`src/rtl/core/ipsp_pkg.sv`:
```
// ----------------------------------------------------------------------------
// ipsp_pkg
// Shared types and constants of the patch record parser.
// ----------------------------------------------------------------------------
`default_nettype none

package ipsp_pkg;

  localparam int unsigned OffsetW = 24;
  localparam int unsigned SizeW   = 16;
  localparam int unsigned ByteW   = 8;
  localparam int unsigned AddrW   = 25;

  // Offset value that marks the end of the patch ("EOF" in ASCII).
  localparam logic [OffsetW-1:0] END_MARK = 24'h454F46;

  // Header length skipped after reset.
  localparam logic [SizeW-1:0] SKIP_RESET = 16'd5;

  // Default depth of the command queue between front and back.
  localparam int unsigned QUEUE_DEPTH = 2;

  // One write command handed from the front to the back.
  typedef struct packed {
    logic               end_mark;
    logic [OffsetW-1:0] base;
    logic [SizeW-1:0]   idx;
    logic [SizeW-1:0]   len;
    logic [ByteW-1:0]   fill;
  } cmd_t;

endpackage

`default_nettype wire

```
`src/rtl/core/ipsp_front.sv`:
```
// ----------------------------------------------------------------------------
// ipsp_front
// Byte parser: skips the header, collects record fields, issues commands.
// ----------------------------------------------------------------------------
`default_nettype none

module ipsp_front
  import ipsp_pkg::*;
(
  input  wire logic             clk_i,
  input  wire logic             rst_ni,
  input  wire logic [SizeW-1:0] skip_bytes_i,
  input  wire logic             byte_valid_i,
  output logic                  byte_ready_o,
  input  wire logic [ByteW-1:0] byte_i,
  output logic                  cmd_valid_o,
  input  wire logic             cmd_ready_i,
  output cmd_t                  cmd_o
);

  typedef enum logic [10:0] {
    PH_SKIP  = 11'b000_0000_0001,
    PH_OFF0  = 11'b000_0000_0010,
    PH_OFF1  = 11'b000_0000_0100,
    PH_OFF2  = 11'b000_0000_1000,
    PH_SIZE0 = 11'b000_0001_0000,
    PH_SIZE1 = 11'b000_0010_0000,
    PH_DATA  = 11'b000_0100_0000,
    PH_RUN0  = 11'b000_1000_0000,
    PH_RUN1  = 11'b001_0000_0000,
    PH_FILL  = 11'b010_0000_0000,
    PH_DONE  = 11'b100_0000_0000
  } phase_e;

  phase_e             phase_q, phase_d;
  logic [SizeW-1:0]   lead_q, lead_d;
  logic [OffsetW-1:0] off_q, off_d;
  logic [SizeW-1:0]   size_q, size_d;
  logic [SizeW-1:0]   idx_q, idx_d;
  logic [SizeW-1:0]   run_q, run_d;
  logic               byte_fire;
  logic [SizeW:0]     idx_inc;

  assign byte_ready_o = cmd_ready_i;
  assign byte_fire    = byte_valid_i && byte_ready_o;
  assign idx_inc      = {1'b0, idx_q} + {{SizeW{1'b0}}, 1'b1};

  always_comb begin
    phase_d     = phase_q;
    lead_d      = lead_q;
    off_d       = off_q;
    size_d      = size_q;
    idx_d       = idx_q;
    run_d       = run_q;
    cmd_valid_o = 1'b0;
    cmd_o       = '0;
    if (byte_fire) begin
      unique case (phase_q)
        PH_SKIP: begin
          if (lead_q < skip_bytes_i) begin
            lead_d = lead_q + 16'd1;
          end else begin
            // header done: this byte already opens the first record
            off_d   = {16'h0000, byte_i};
            phase_d = PH_OFF1;
          end
        end
        PH_OFF0: begin
          off_d   = {16'h0000, byte_i};
          phase_d = PH_OFF1;
        end
        PH_OFF1: begin
          off_d   = {off_q[15:0], byte_i};
          phase_d = PH_OFF2;
        end
        PH_OFF2: begin
          off_d = {off_q[15:0], byte_i};
          if ({off_q[15:0], byte_i} == END_MARK) begin
            cmd_valid_o    = 1'b1;
            cmd_o.end_mark = 1'b1;
            phase_d        = PH_DONE;
          end else begin
            phase_d = PH_SIZE0;
          end
        end
        PH_SIZE0: begin
          size_d  = {8'h00, byte_i};
          phase_d = PH_SIZE1;
        end
        PH_SIZE1: begin
          size_d  = {size_q[7:0], byte_i};
          idx_d   = '0;
          phase_d = ({size_q[7:0], byte_i} == '0) ? PH_RUN0 : PH_DATA;
        end
        PH_DATA: begin
          cmd_valid_o = 1'b1;
          cmd_o.base  = off_q;
          cmd_o.idx   = idx_q;
          cmd_o.len   = 16'd1;
          cmd_o.fill  = byte_i;
          idx_d       = idx_inc[SizeW-1:0];
          if (idx_inc >= {1'b0, size_q}) begin
            phase_d = PH_OFF0;
          end
        end
        PH_RUN0: begin
          run_d   = {8'h00, byte_i};
          phase_d = PH_RUN1;
        end
        PH_RUN1: begin
          run_d   = {run_q[7:0], byte_i};
          phase_d = PH_FILL;
        end
        PH_FILL: begin
          phase_d = PH_OFF0;
          if (run_q != '0) begin
            cmd_valid_o = 1'b1;
            cmd_o.base  = off_q;
            cmd_o.len   = run_q;
            cmd_o.fill  = byte_i;
          end
        end
        PH_DONE: begin
          phase_d = PH_DONE;
        end
        default: begin
          phase_d = PH_DONE;
        end
      endcase
    end
  end

  always_ff @(posedge clk_i or negedge rst_ni) begin
    if (!rst_ni) begin
      phase_q <= PH_SKIP;
      lead_q  <= '0;
    end else begin
      phase_q <= phase_d;
      lead_q  <= lead_d;
    end
  end

  always_ff @(posedge clk_i) begin
    off_q  <= off_d;
    size_q <= size_d;
    idx_q  <= idx_d;
    run_q  <= run_d;
  end

`ifndef SYNTH
  // once the end marker is seen the parser stays finished
  a_done_sticky: assert property (@(posedge clk_i) disable iff (!rst_ni)
    phase_q == PH_DONE |=> phase_q == PH_DONE)
    else $error("parser left the finished state");

  // only the end command carries a zero length
  a_zero_len_end: assert property (@(posedge clk_i) disable iff (!rst_ni)
    cmd_valid_o && cmd_o.len == '0 |-> cmd_o.end_mark)
    else $error("zero-length write command issued");
`endif

endmodule

`default_nettype wire

```
`src/rtl/core/ipsp_queue.sv`:
```
// ----------------------------------------------------------------------------
// ipsp_queue
// Short command FIFO that decouples the parser from the output stage.
// ----------------------------------------------------------------------------
`default_nettype none

module ipsp_queue
  import ipsp_pkg::*;
#(
  parameter int unsigned Depth = QUEUE_DEPTH
) (
  input  wire logic clk_i,
  input  wire logic rst_ni,
  input  wire logic push_i,
  output logic      ready_o,
  input  wire cmd_t cmd_i,
  output logic      valid_o,
  input  wire logic pop_i,
  output cmd_t      cmd_o
);

  localparam int unsigned PtrW = (Depth > 1) ? $clog2(Depth) : 1;
  localparam int unsigned CntW = $clog2(Depth + 1);

  cmd_t            slot_q [Depth];
  logic [PtrW-1:0] wr_q, wr_d;
  logic [PtrW-1:0] rd_q, rd_d;
  logic [CntW-1:0] cnt_q, cnt_d;
  logic            do_push, do_pop;

  assign ready_o = (cnt_q != CntW'(Depth));
  assign valid_o = (cnt_q != '0);
  assign cmd_o   = slot_q[rd_q];
  assign do_push = push_i && ready_o;
  assign do_pop  = pop_i && valid_o;

  always_comb begin
    wr_d  = wr_q;
    rd_d  = rd_q;
    cnt_d = cnt_q;
    if (do_push) begin
      wr_d = (wr_q == PtrW'(Depth - 1)) ? '0 : wr_q + PtrW'(1);
    end
    if (do_pop) begin
      rd_d = (rd_q == PtrW'(Depth - 1)) ? '0 : rd_q + PtrW'(1);
    end
    if (do_push && !do_pop) begin
      cnt_d = cnt_q + CntW'(1);
    end else if (do_pop && !do_push) begin
      cnt_d = cnt_q - CntW'(1);
    end
  end

  always_ff @(posedge clk_i or negedge rst_ni) begin
    if (!rst_ni) begin
      wr_q  <= '0;
      rd_q  <= '0;
      cnt_q <= '0;
    end else begin
      wr_q  <= wr_d;
      rd_q  <= rd_d;
      cnt_q <= cnt_d;
    end
  end

  always_ff @(posedge clk_i) begin
    if (do_push) begin
      slot_q[wr_q] <= cmd_i;
    end
  end

`ifndef SYNTH
  a_cnt_bound: assert property (@(posedge clk_i) disable iff (!rst_ni)
    cnt_q <= CntW'(Depth))
    else $error("command queue overfilled");
`endif

endmodule

`default_nettype wire

```
`src/rtl/core/ipsp_back.sv`:
```
// ----------------------------------------------------------------------------
// ipsp_back
// Output stage: forms the target address and holds the result word.
// ----------------------------------------------------------------------------
`default_nettype none

module ipsp_back
  import ipsp_pkg::*;
(
  input  wire logic             clk_i,
  input  wire logic             rst_ni,
  input  wire logic             cmd_valid_i,
  output logic                  cmd_pop_o,
  input  wire cmd_t             cmd_i,
  output logic                  out_valid_o,
  input  wire logic             out_ready_i,
  output logic [AddrW-1:0]      run_start_o,
  output logic [SizeW-1:0]      run_length_o,
  output logic [ByteW-1:0]      fill_value_o,
  output logic                  end_seen_o
);

  logic             valid_q;
  logic [AddrW-1:0] start_q, start_d;
  logic [SizeW-1:0] len_q;
  logic [ByteW-1:0] fill_q;
  logic             end_q;

  assign cmd_pop_o = cmd_valid_i && (!valid_q || out_ready_i);
  assign start_d   = {1'b0, cmd_i.base} + {{(AddrW-SizeW){1'b0}}, cmd_i.idx};

  always_ff @(posedge clk_i or negedge rst_ni) begin
    if (!rst_ni) begin
      valid_q <= 1'b0;
    end else if (cmd_pop_o) begin
      valid_q <= 1'b1;
    end else if (out_ready_i) begin
      valid_q <= 1'b0;
    end
  end

  always_ff @(posedge clk_i) begin
    if (cmd_pop_o) begin
      start_q <= start_d;
      len_q   <= cmd_i.len;
      fill_q  <= cmd_i.fill;
      end_q   <= cmd_i.end_mark;
    end
  end

  assign out_valid_o  = valid_q;
  assign run_start_o  = start_q;
  assign run_length_o = len_q;
  assign fill_value_o = fill_q;
  assign end_seen_o   = end_q;

`ifndef SYNTH
  a_end_clean: assert property (@(posedge clk_i) disable iff (!rst_ni)
    valid_q && end_q |-> start_q == '0 && len_q == '0 && fill_q == '0)
    else $error("end result carries nonzero fields");
`endif

endmodule

`default_nettype wire

```
`src/rtl/core/ips_patch_record_parser.sv`:
```
// ----------------------------------------------------------------------------
// ips_patch_record_parser
// Turns an IPS patch byte stream into memory write commands.
// ----------------------------------------------------------------------------
// Feed the patch file one byte per word on the patch channel. After the
// configured number of header bytes (skip_bytes, 5 after reset) each record
// is parsed: a nonzero size gives one single-byte write per data byte, a
// zero size gives one run write of count bytes with the fill value (nothing
// for a zero count), and the "EOF" offset gives one end word with end_seen
// set and all other fields zero, after which every byte is dropped until
// reset. The block takes one byte every cycle; a byte is taken in the cycle
// it arrives unless the two-entry command queue is full, which happens only
// while the result port is stalled. Each result passes through the queue, then
// the output register, where the 25-bit address add sits. Write skip_bytes
// only while the stream is idle; it acts at once while the header is still
// being skipped and has no effect later.
// Truncated streams are not detected: the parser simply waits for more bytes.
// ----------------------------------------------------------------------------
`default_nettype none

module ips_patch_record_parser
  import ipsp_pkg::*;
#(
  parameter int unsigned QueueDepth = QUEUE_DEPTH
) (
  input  wire logic             clk_i,
  input  wire logic             rst_ni,
  // configuration write channel
  input  wire logic             cfg_valid_i,
  output logic                  cfg_ready_o,
  input  wire logic [SizeW-1:0] skip_bytes_i,
  // patch byte channel
  input  wire logic             patch_valid_i,
  output logic                  patch_ready_o,
  input  wire logic [ByteW-1:0] patch_byte_i,
  // result channel
  output logic                  out_valid_o,
  input  wire logic             out_ready_i,
  output logic [AddrW-1:0]      run_start_o,
  output logic [SizeW-1:0]      run_length_o,
  output logic [ByteW-1:0]      fill_value_o,
  output logic                  end_seen_o
);

  logic [SizeW-1:0] skip_q;
  logic             fr_valid, fr_ready;
  cmd_t             fr_cmd;
  logic             q_valid, q_pop;
  cmd_t             q_cmd;

  // Configuration is always taken; hold the header length in a register.
  assign cfg_ready_o = 1'b1;

  always_ff @(posedge clk_i or negedge rst_ni) begin
    if (!rst_ni) begin
      skip_q <= SKIP_RESET;
    end else if (cfg_valid_i) begin
      skip_q <= skip_bytes_i;
    end
  end

  // Front: parse bytes and classify them into write commands.
  ipsp_front u_front (
    .clk_i        (clk_i),
    .rst_ni       (rst_ni),
    .skip_bytes_i (skip_q),
    .byte_valid_i (patch_valid_i),
    .byte_ready_o (patch_ready_o),
    .byte_i       (patch_byte_i),
    .cmd_valid_o  (fr_valid),
    .cmd_ready_i  (fr_ready),
    .cmd_o        (fr_cmd)
  );

  // Queue: absorb output stalls so the parser can keep taking bytes.
  ipsp_queue #(
    .Depth (QueueDepth)
  ) u_queue (
    .clk_i   (clk_i),
    .rst_ni  (rst_ni),
    .push_i  (fr_valid),
    .ready_o (fr_ready),
    .cmd_i   (fr_cmd),
    .valid_o (q_valid),
    .pop_i   (q_pop),
    .cmd_o   (q_cmd)
  );

  // Back: add the byte index to the record offset and present the word.
  ipsp_back u_back (
    .clk_i        (clk_i),
    .rst_ni       (rst_ni),
    .cmd_valid_i  (q_valid),
    .cmd_pop_o    (q_pop),
    .cmd_i        (q_cmd),
    .out_valid_o  (out_valid_o),
    .out_ready_i  (out_ready_i),
    .run_start_o  (run_start_o),
    .run_length_o (run_length_o),
    .fill_value_o (fill_value_o),
    .end_seen_o   (end_seen_o)
  );

endmodule

`default_nettype wire

```
`config.mk`:
```
export PLATFORM = sky130hd
export DESIGN_NAME = ips_patch_record_parser
export DESIGN_NICKNAME = d
export VERILOG_FILES = /design/src/rtl/core/ipsp_pkg.sv /design/src/rtl/core/ipsp_front.sv /design/src/rtl/core/ipsp_queue.sv /design/src/rtl/core/ipsp_back.sv /design/src/rtl/core/ips_patch_record_parser.sv
export SDC_FILE = /design/constraint.sdc
export NUM_CORES = 1
export LEC_CHECK = 0
export BUFFER_PORTS_ARGS = -buffer_cell sky130_fd_sc_hd__buf_2
export CAP_MARGIN = 0
export CORE_ASPECT_RATIO = 0.5
export CORE_MARGIN = 3
export CORE_UTILIZATION = 60
export DETAILED_ROUTE_END_ITERATION = 7
export HOLD_SLACK_MARGIN = 0.08
export PLACE_DENSITY_LB_ADDON = 0.2
export SETUP_SLACK_MARGIN = 0.2
export SLEW_MARGIN = 0
export SYNTH_ARGS = -nofsm -noshare
export SYNTH_HDL_FRONTEND = slang
export SYNTH_SLANG_ARGS = --single-unit
```
`constraint.sdc`:
```
create_clock -name clk_i -period 6.49 [get_ports clk_i]
set_input_delay 0.649 -clock clk_i [delete_from_list [all_inputs] [get_ports clk_i]]
set_output_delay 0.649 -clock clk_i [all_outputs]
set_load 0.03 [all_outputs]
```
======== After elaboration in Yosys (flattened, before gate mapping) ========
Memories as Yosys holds them, arrays and structs flattened.
Cells that the tools add are included.
operators by class
  $add $sub $neg .......................... 7
  $mul .................................... 0
  divide/modulo/power cells ............... 0
  order comparisons ....................... 2
  eq/ne operators ......................... 14
  shift operators ......................... 0
  muxes and demuxes ....................... 29
  bitwise gates (word level) .............. 0
  reduce and logical (&&, ||, !) cells .... 26
operators by type and width
  kind                                                               count
  11-bit one-hot mux with 10 select lines                            1
  16-bit one-hot mux with 2 select lines                             3
  24-bit one-hot mux with 2 select lines                             2
  24-bit 2-to-1 mux                                                  3
  24-bit one-hot mux with 3 select lines                             1
  65-bit 2-to-1 mux                                                  1
  11-bit 2-to-1 mux                                                  3
  24-bit by 16-bit adder with 25-bit output                          1
  24-bit by 23-bit == test with 1-bit output, second input constant  1
  16-bit by 1-bit adder with 17-bit output, second input constant    1
  17-bit by 16-bit >= comparator with 1-bit output                   1
  16-bit by 1-bit adder with 16-bit output, second input constant    1
  16-bit zero test                                                   1
  16-bit < comparator                                                1
  16-bit 2-to-1 mux                                                  1
  16-bit nonzero test                                                1
  2-bit nonzero test                                                 6
  11-bit by 1-bit == test with 1-bit output, second input constant   1
  11-bit by 10-bit == test with 1-bit output, second input constant  1
  11-bit by 2-bit == test with 1-bit output, second input constant   1
  11-bit by 3-bit == test with 1-bit output, second input constant   1
  11-bit by 4-bit == test with 1-bit output, second input constant   1
  11-bit by 5-bit == test with 1-bit output, second input constant   1
  11-bit by 6-bit == test with 1-bit output, second input constant   1
  19 further kinds                                                   42
storage, ports and cells
  register bits ........................... 170
  bits in latches ......................... 0
  RAM bits ................................ 130
  ROM bits ................................ 0
  input port bits ......................... 29
  output and inout port bits .............. 53
  logic and storage cells ................. 94
  memories kept ........................... 1
memories
  name            depth  width  read ports  clocked after memory_dff  write ports  RTL line          text
  u_queue.slot_q  2      65     1           0                         1            ipsp_queue.sv:25  cmd_t slot_q [Depth];

======== Logic depth before layout (Yosys ltp) ========
Gate-level depths: netlist of the first run.
  word-level depth ........................ 9
  mapped depth ............................ 13
  mapped depth without buffers ............ 12

======== Hierarchy ========
A second synthesis of the first run with hierarchy kept.
unflattened totals
  cells, all modules ...................... 960
  area total of the unflattened synthesis .. 13843.3 um^2
modules (own cells, without submodules)
  module                   instances  cells each  area each (um^2)  sequential area each (um^2)
  ipsp_front               1          522         5671.7            2839.0
  ipsp_queue               1          220         5046.1            4003.8
  ipsp_back                1          182         2462.4            1526.5
  ips_patch_record_parser  1          36          663.1             402.9

======== Worst setup path after synthesis of the first run ========
Ideal clock, no wire load.
  path kind ............................... reg-to-reg
  from .................................... register u_front.phase_q[5]
  to ...................................... memory u_queue.slot_q[0][0] (netlist bit), enable pin
  library setup time ...................... 0.496 ns
  arrival time ............................ 4.858 ns
  data required time ...................... 5.994 ns
  setup slack ............................. 1.136 ns
  stages on the path, launching flop included .. 8
  buffers on the path ..................... 1
  clock period less this slack ............ 5.354 ns
  cell sequence ........................... dfrtp_1 clkbuf_1 nor4_1 nand2_1 nor3_2 nand4b_1 a21oi_1 nor2b_1
on the way
  longest elaborated chain between the ends .. 6
  elaborated cells on any way between the ends .. 8
  classes of those cells .................. 3 x eq/ne; 4 x mux; 1 x reduce/logical
ends and longest elaborated chain
  item                                                                      RTL line           text
  start, declared                                                           ipsp_front.sv:35   phase_e phase_q, phase_d;
  start signal, assigned                                                    ipsp_front.sv:138  phase_q <= phase_d;
  11-bit by 10-bit == test with 1-bit output, or another cell as far along  ipsp_front.sv:58   unique case (phase_q)
  1-bit one-hot mux with 3 select lines (*)                                 ipsp_front.sv:58
  1-bit 2-to-1 mux (*)                                                      ipsp_front.sv:57   if (byte_fire) begin
  1-bit logical AND (*)                                                     ipsp_queue.sv:34   assign do_push = push_i && ready_o;
  net u_queue.do_push                                                       ipsp_queue.sv:29   logic do_push, do_pop;
  1-bit 2-to-1 mux (*)                                                      ipsp_queue.sv:67   if (do_push) begin
  1-bit 2-to-1 mux (not written as such) (*)                                ipsp_queue.sv:68   slot_q[wr_q] <= cmd_i;
  end, declared                                                             ipsp_queue.sv:25
Mark *: on every way through the listed nets, which the timed path passes. The rest lies on a longest branch.

======== Final worst setup path of the first run ========
  from .................................... register u_front.phase_q[5]
  to ...................................... memory u_queue.slot_q[1][46] (netlist bit), enable pin
The elaborated chain is that of the path after synthesis.

==> results of run 1 <==
where the power goes:
part | total [mW] | switching (mW) | internal [mW]
registers | 2.44 | 0.107 | 2.33
clock network | 1.53 | 0.683 | 0.847
logic | 1.32 | 0.832 | 0.485
per-layer routing:
| layer | global-route usage | routed length [um] | share of wire |
|---|---|---|---|
| met1 | 0.323 | 12400 | 0.48 |
| met2 | 0.321 | 11100 | 0.44 |
| met3 | 0.0398 | 1440 | 0.056 |
| met4 | 0.0525 | 567 | 0.022 |
| met5 | 0 | 0 | 0 |
layout by cell type, fill, tap and decap left out, types with 40 or more instances in the layout:
| master | netlist | final |
|---|---|---|
| edfxtp_1 | 252 | 252 |
| buf_2 | 0 | 80 |
| nand2_1 | 62 | 62 |
| inv_1 | 48 | 47 |
| and2_1 | 71 | 70 |
| ha_1 | 50 | 50 |
| dfrtp_1 | 45 | 44 |
| nor2_1 | 41 | 41 |
| xnor2_1 | 40 | 40 |
| mux2_2 | 59 | 59 |
cell type report:
class	instances	area, um2
clock buffers	31	691
clock inverters	18	154
fillers	1516	6820
inverters	49	184
multi-input cells	611	4450
flip-flops and latches	300	8770
well taps	300	375
repair buffers	89	468
worst max-delay path, cell delays in order (launching register included):
cell and delay (ps):
dfrtp_1 460, nor4_1 590, nand2_1 310, nor3_2 760, nand4b_1 260, a21oi_1 390, and2_2 640, buf_4 580
logic make-up (layout without fill, tap and decap cells):
kind of cell             after synthesis  in the layout
AO/OA/AOI/OAI                        108            108
XOR/XNOR                              56             56
adder cells (fa/ha/maj)               51             51
buffers and inverters                 80            187
flip-flops                           300            300
multiplexers                          75             75
other                                  1              1
AND/OR/NAND/NOR                      320            320
registers in the layout, summed over array words and instances, names as in the netlist, 16 cells and up:
name / cells
u_queue.slot_q: 130
u_back.run_start_o: 25
u_front.off_q: 24
skip_q: 16
u_back.run_length_o: 16
u_front.idx_q: 16
u_front.lead_q: 16
u_front.run_q: 16
u_front.size_q: 16
worst min path at each step:
stage / slack [ps] / start / to
final: 320 / skip_bytes_i[14] / skip_q[14]
after CTS: 300 / skip_bytes_i[14] / skip_q[14]
after global placement: 470 / u_front.lead_q[15] / u_front.lead_q[15]
after detailed placement: 480 / u_front.lead_q[15] / u_front.lead_q[15]
after global routing: 320 / skip_bytes_i[12] / skip_q[12]
after floorplan: 350 / rst_ni / skip_q[10]
==> reports/metrics.yaml, run 1 <==
status: "finished, final reports clean"
pin_count: 82
required_ps: 6660
power_density_nw_per_um2: 350
final_area_um2: 15100
synth_top_area_frac: 0.559
synthXorXnorAreaFrac: 0.0363
peakVddDrop_mv: 0.235
fin_crit_sh: 0.674
nets: 1158
synth_compound_area_frac: 0.0494
antennaDiodeCount: 0
grt_usage: 0.212
postSynth.asyncResetShare: 0.160
tritoncts: "yes"
rr_startpoint: "u_front.phase_q[5]"
post-place-ws_ps: 2140
antenna_found_initial: 0
postCtsHoldBufs: 0
routed_via_density: 5.64
postCtsSetupBuffers: 0
initialDrtViolationCount: 632
hold_violations: 0
die_h_um: 112
synthAdderAreaFrac: 0.0477
grt_pass1_wl_um: 41200
synth_cells: 991
netlist_top_cells_area: "edfxtp_1 56%, dfrtp_1 8.3%, mux2_2 4.9%, ha_1 4.6%, and2_1 3.3%"
dp_hpwl_um: 17400
place.gp.congestion: 0.846
post-route-util: 0.689
cp_max_fo: 43
clockBufferDepth: 3
drive_gt1_frac: 0.196
reg2reg_slack_ps: 2110
critPathKind: "reg -> reg"
cp-end-kind: "flip-flop"
synthSimpleGateAreaFrac: 0.131
setup_viol: 0
synth_edf_count: 252
netlist_area_um2: 13500
cp-startpoint: "u_front.phase_q[5]"
cts_buffers: 27
drv_cap: 0
place_area_um2: 14300
coreArea_um2: 21900
synthFlopType: "edfxtp_1"
areaGrowthSynthToFinish_pct: 11.6
cts_sinks: 300
startpoint_type: "flip-flop"
fmax_mhz: 229
synth_area_per_cell_um2: 13.6
grt_max_degree: 51
rows: 38
synth_most_common_cell: "edfxtp_1"
skew_ps: 15.8
cts_resized: 0
totalWireLength_um: 25500
clkTransAtPathRegs_ps: 60
synth_seq_cells: 300
grt_overflow: 0
initial_utilization: 0.617
first_global_vias: 7795
yosys-top-cells-count: "252 x edfxtp_1, 71 x and2_1, 62 x nand2_1, 59 x mux2_2, 50 x ha_1"
cts_root_buf: "clkbuf_16"
cp.arrival_ps: 4550
dieArea_um2: 24500
r2r_end: "u_queue.slot_q[1][46]"
ant_nets: 0
fin_hold_ws_ps: 319
dr.pass1.iters: 5
stdcell_count: 1398
tightest_slew_ps: 1150
fin_tns_setup_ps: 0
rsz0062_at_grt: "no"
r2r_cells: 7
cp-endpoint: "u_queue.slot_q[1][46]"
synth_mux_area_frac: 0.0635
port_buffers: 80
synth_warnings: 0
cts_htree_levels: 1
vias: 7890
maxSlewHeadroom: 0.235
maxSlewViolCount: 0
synth_top_cell_by_area: "edfxtp_1"
yosysSeqAreaShare: 0.649
syn-num-nets: 1071
min_period_ps: 4380
drc: 0
fin_ws_ps: 2110
routedWlPerCell_um: 18.2
hold_depth: 3
placed_cells: 1349
insertion_delay_ps: 530
total_power_mw: 5.29
ys_types: 60
leakage_nw: 5.86
die_w_um: 218
synth_top_family_by_area: "simple AND/OR/NAND/NOR gates"
min_path_type: "in -> reg"
(Power assumes the default switching activity.)
==> run 2: changes to the inputs <==
--- a/config.mk
+++ b/config.mk
@@ -5,11 +5,12 @@
 export SDC_FILE = /design/constraint.sdc
 export NUM_CORES = 1
 export LEC_CHECK = 0
+export ABC_AREA = 1
 export BUFFER_PORTS_ARGS = -buffer_cell sky130_fd_sc_hd__buf_2
 export CAP_MARGIN = 0
 export CORE_ASPECT_RATIO = 0.5
 export CORE_MARGIN = 3
-export CORE_UTILIZATION = 60
+export CORE_UTILIZATION = 55
 export DETAILED_ROUTE_END_ITERATION = 7
 export HOLD_SLACK_MARGIN = 0.08
 export PLACE_DENSITY_LB_ADDON = 0.2
==> constraint.sdc (replaced) <==
create_clock -name clk_i -period 3.9 [get_ports clk_i]
set_input_delay 0.39 -clock clk_i [delete_from_list [all_inputs] [get_ports clk_i]]
set_output_delay 0.39 -clock clk_i [all_outputs]
set_load 0.03 [all_outputs]
==> run 2 against run 1 <==
- cell count rose by 28%
- register-to-register slack worse by 1400 ps
- area after synthesis is 2.4% higher
- synthesized cell count is 34% higher
- sequential share of layout area fell by 2.2 points
- clock-buffer cell count grew 9
- sequential power is 71% higher
- fmax up 36%
- flip-flop and latch count stayed put
- largest cell class unchanged
- highest routed layer is now met5
- first-iteration DRC count grew 4.7%
- combinational power increased to 2.6 times the previous value
==> reports/metrics.yaml, run 2 <==
cp-end-kind: "flip-flop"
nets: 1517
cts_root_buf: "clkbuf_16"
reg2reg_slack_ps: 680
synth_seq_cells: 300
fin_hold_ws_ps: 154
slowest_stage: "dfrtp_2"
grt_overflow: 0
maxSlewHeadroom: 0.509
hold_violations: 0
grt_pass1_wl_um: 46200
totalWireLength_um: 28000
power_density_nw_per_um2: 645
clockBufferDepth: 3
skew_ps: 18.6
leakage_nw: 6.97
grt_max_degree: 66
routedWlPerCell_um: 15.6
p_seq_frac: 0.414
final_cell_mix: "329 x nand2_1, 252 x edfxtp_1, 180 x inv_1"
initialDrtViolationCount: 662
ys_types: 45
largest_reg_flops: 130
drv_cap: 0
post-place-ws_ps: 681
synth_top_cell_by_area: "edfxtp_1"
final_common_cell: "nand2_1"
critPathKind: "reg -> reg"
netlist_top_cells_area: "edfxtp_1 55%, nand2_1 8.9%, dfrtp_1 8.1%, inv_1 4.9%, ha_1 4.5%"
maxSlewViolCount: 0
dieArea_um2: 27200
cts_htree_levels: 1
antenna_found_initial: 1
hold_depth: 1
placed_cells: 1726
pwr-share-clk: 0.246
combPwrFrac: 0.340
drive_gt1_frac: 0.123
drc: 0
synth_cells: 1328
postCtsHoldBufs: 18
yosysSeqAreaShare: 0.634
power_switching_mw: 3.66
netlist_area_um2: 13800
areaGrowthSynthToFinish_pct: 13.3
cpMostUsedCell: "nand2_1"
min_path_type: "in -> reg"
ant_nets: 0
vias: 9274
synthFlopType: "edfxtp_1"
startpoint_type: "flip-flop"
max_stage_delay_ps: 550
die_h_um: 118
port_buffers: 80
setup_viol: 0
coreArea_um2: 24400
postSynth.asyncResetShare: 0.160
first_global_vias: 9310
fmax_mhz: 311
rows: 40
synth_area_per_cell_um2: 10.4
rsz0062_at_grt: "no"
postCtsSetupBuffers: 0
antennaDiodeCount: 0
clkTransAtPathRegs_ps: 70
insertion_delay_ps: 550
status: "finished, final reports clean"
cp.arrival_ps: 3500
peakVddDrop_mv: 0.355
die_w_um: 230
stdcell_count: 1794
synth_most_common_cell: "nand2_1"
place.gp.congestion: 0.889
synth_edf_count: 252
fin_tns_setup_ps: 0
grt_usage: 0.211
dp_hpwl_um: 19400
syn-num-nets: 1408
final_area_um2: 15700
cp_max_fo: 21
place_area_um2: 14700
cts_resized: 0
min_period_ps: 3220
synth_warnings: 0
p_int_mw: 6.45
fill_cells: 1954
top_register: "u_queue.slot_q"
yosys-top-cells-count: "329 x nand2_1, 252 x edfxtp_1, 180 x inv_1, 128 x nor2_1"
required_ps: 4190
crit_chain: "inv_2 > nand2_1 > nand2_1 > ha_1 > inv_1 > fa_1 > nand3b_1 > nand2_1 > a21oi_1 > o21ai_1 > nand3_1 > nand2_1 > nand2_1 > xor2_1"
r2r_cells: 14
pin_count: 82
switching_share: 0.362
fin_ws_ps: 683
cts_buffers: 27
cts_sinks: 300
fin_crit_sh: 0.825
synth_top_area_frac: 0.546
initial_utilization: 0.568
routed_via_density: 5.17
tightest_slew_ps: 735
tritoncts: "yes"
dr.pass1.iters: 5
## run 2: cell count changes after synthesis, moves of 24 or more
cell	delta
inv_1	+132
mux2_2	-59
nor2b_1	-24
nand3_1	+24
nor3_1	+29
and3_1	-25
nand2_1	+267
xnor2_1	-25
and2_1	-70
nor2_1	+87
## run 2: metal layers
layer / vias to the layer above / wire length, um / track usage
met5: - / 18 / 0
met2: 258 / 13200 / 0.356
met1: 4364 / 12100 / 0.283
li1: 4603 / - / -
met3: 47 / 2070 / 0.0448
met4: 2 / 579 / 0.0467
## run 2: critical path, delay by kind of cell (launching register included)
family                     cells  cell delay [ps]
buffers and inverters          2              380
xor gates and xnor gates       1              160
AOI/OAI and AO/OA              2              430
and+or+nand+nor                7              850
DFF                            1              550
adders and majority gates      2              570
## run 2: power groups by stage
stage / Sequential [mW] / Combinational [mW] / Clock [mW]
floorplan: 4.82 / 1.97 / 0
global placement: 4.24 / 3.37 / 0
detailed placement: 4.25 / 3.44 / 0
CTS: 4.19 / 3.47 / 2.56
global route: 4.23 / 3.84 / 2.68
finish: 4.18 / 3.44 / 2.49
## run 2: cells by family after synthesis
family	synth area share
AO/OA/AOI/OAI	0.0368
other	0.000271
multiplexers	0.00217
flip-flops	0.634
XOR/XNOR	0.0291
AND/OR/NAND/NOR	0.188
buffers and inverters	0.0633
adder cells (fa/ha/maj)	0.0466
## run 2: final cells by class
cell class | count | area, um2 | share of cell area
Timing Repair Buffer | 113 | 718 | 0.0458
Sequential cell | 300 | 8770 | 0.559
Inverter | 192 | 721 | 0.0460
Clock inverter | 10 | 62.6 | 0.00399
Tap cell | 336 | 420 | 0.0268
Clock buffer | 40 | 764 | 0.0487
Multi-Input combinational cell | 803 | 4220 | 0.269
## run 2: through the flow
| stage | power [mW] | utilization |
|---|---|---|
| 2_1_floorplan | 6.78 | - |
| 3_3_place_gp | 7.61 | 0.602 |
| 3_5_place_dp | 7.69 | 0.602 |
| 4_1_cts | 10.2 | 0.643 |
| 5_1_grt | 10.7 | 0.643 |
| 6_report | 10.1 | 0.643 |
## run 2: path summary, 6_finish.rpt
kind                                          from                     end
worst max-delay path                  u_queue.rd_q  u_back.run_start_o[20]
worst min-delay path               patch_byte_i[5]        u_front.off_q[5]
worst max register to register        u_queue.rd_q  u_back.run_start_o[20]
worst min register to register  u_front.phase_q[1]      u_front.phase_q[1]
max in group asynchronous                   rst_ni               skip_q[2]
min in group asynchronous                   rst_ni              skip_q[15]
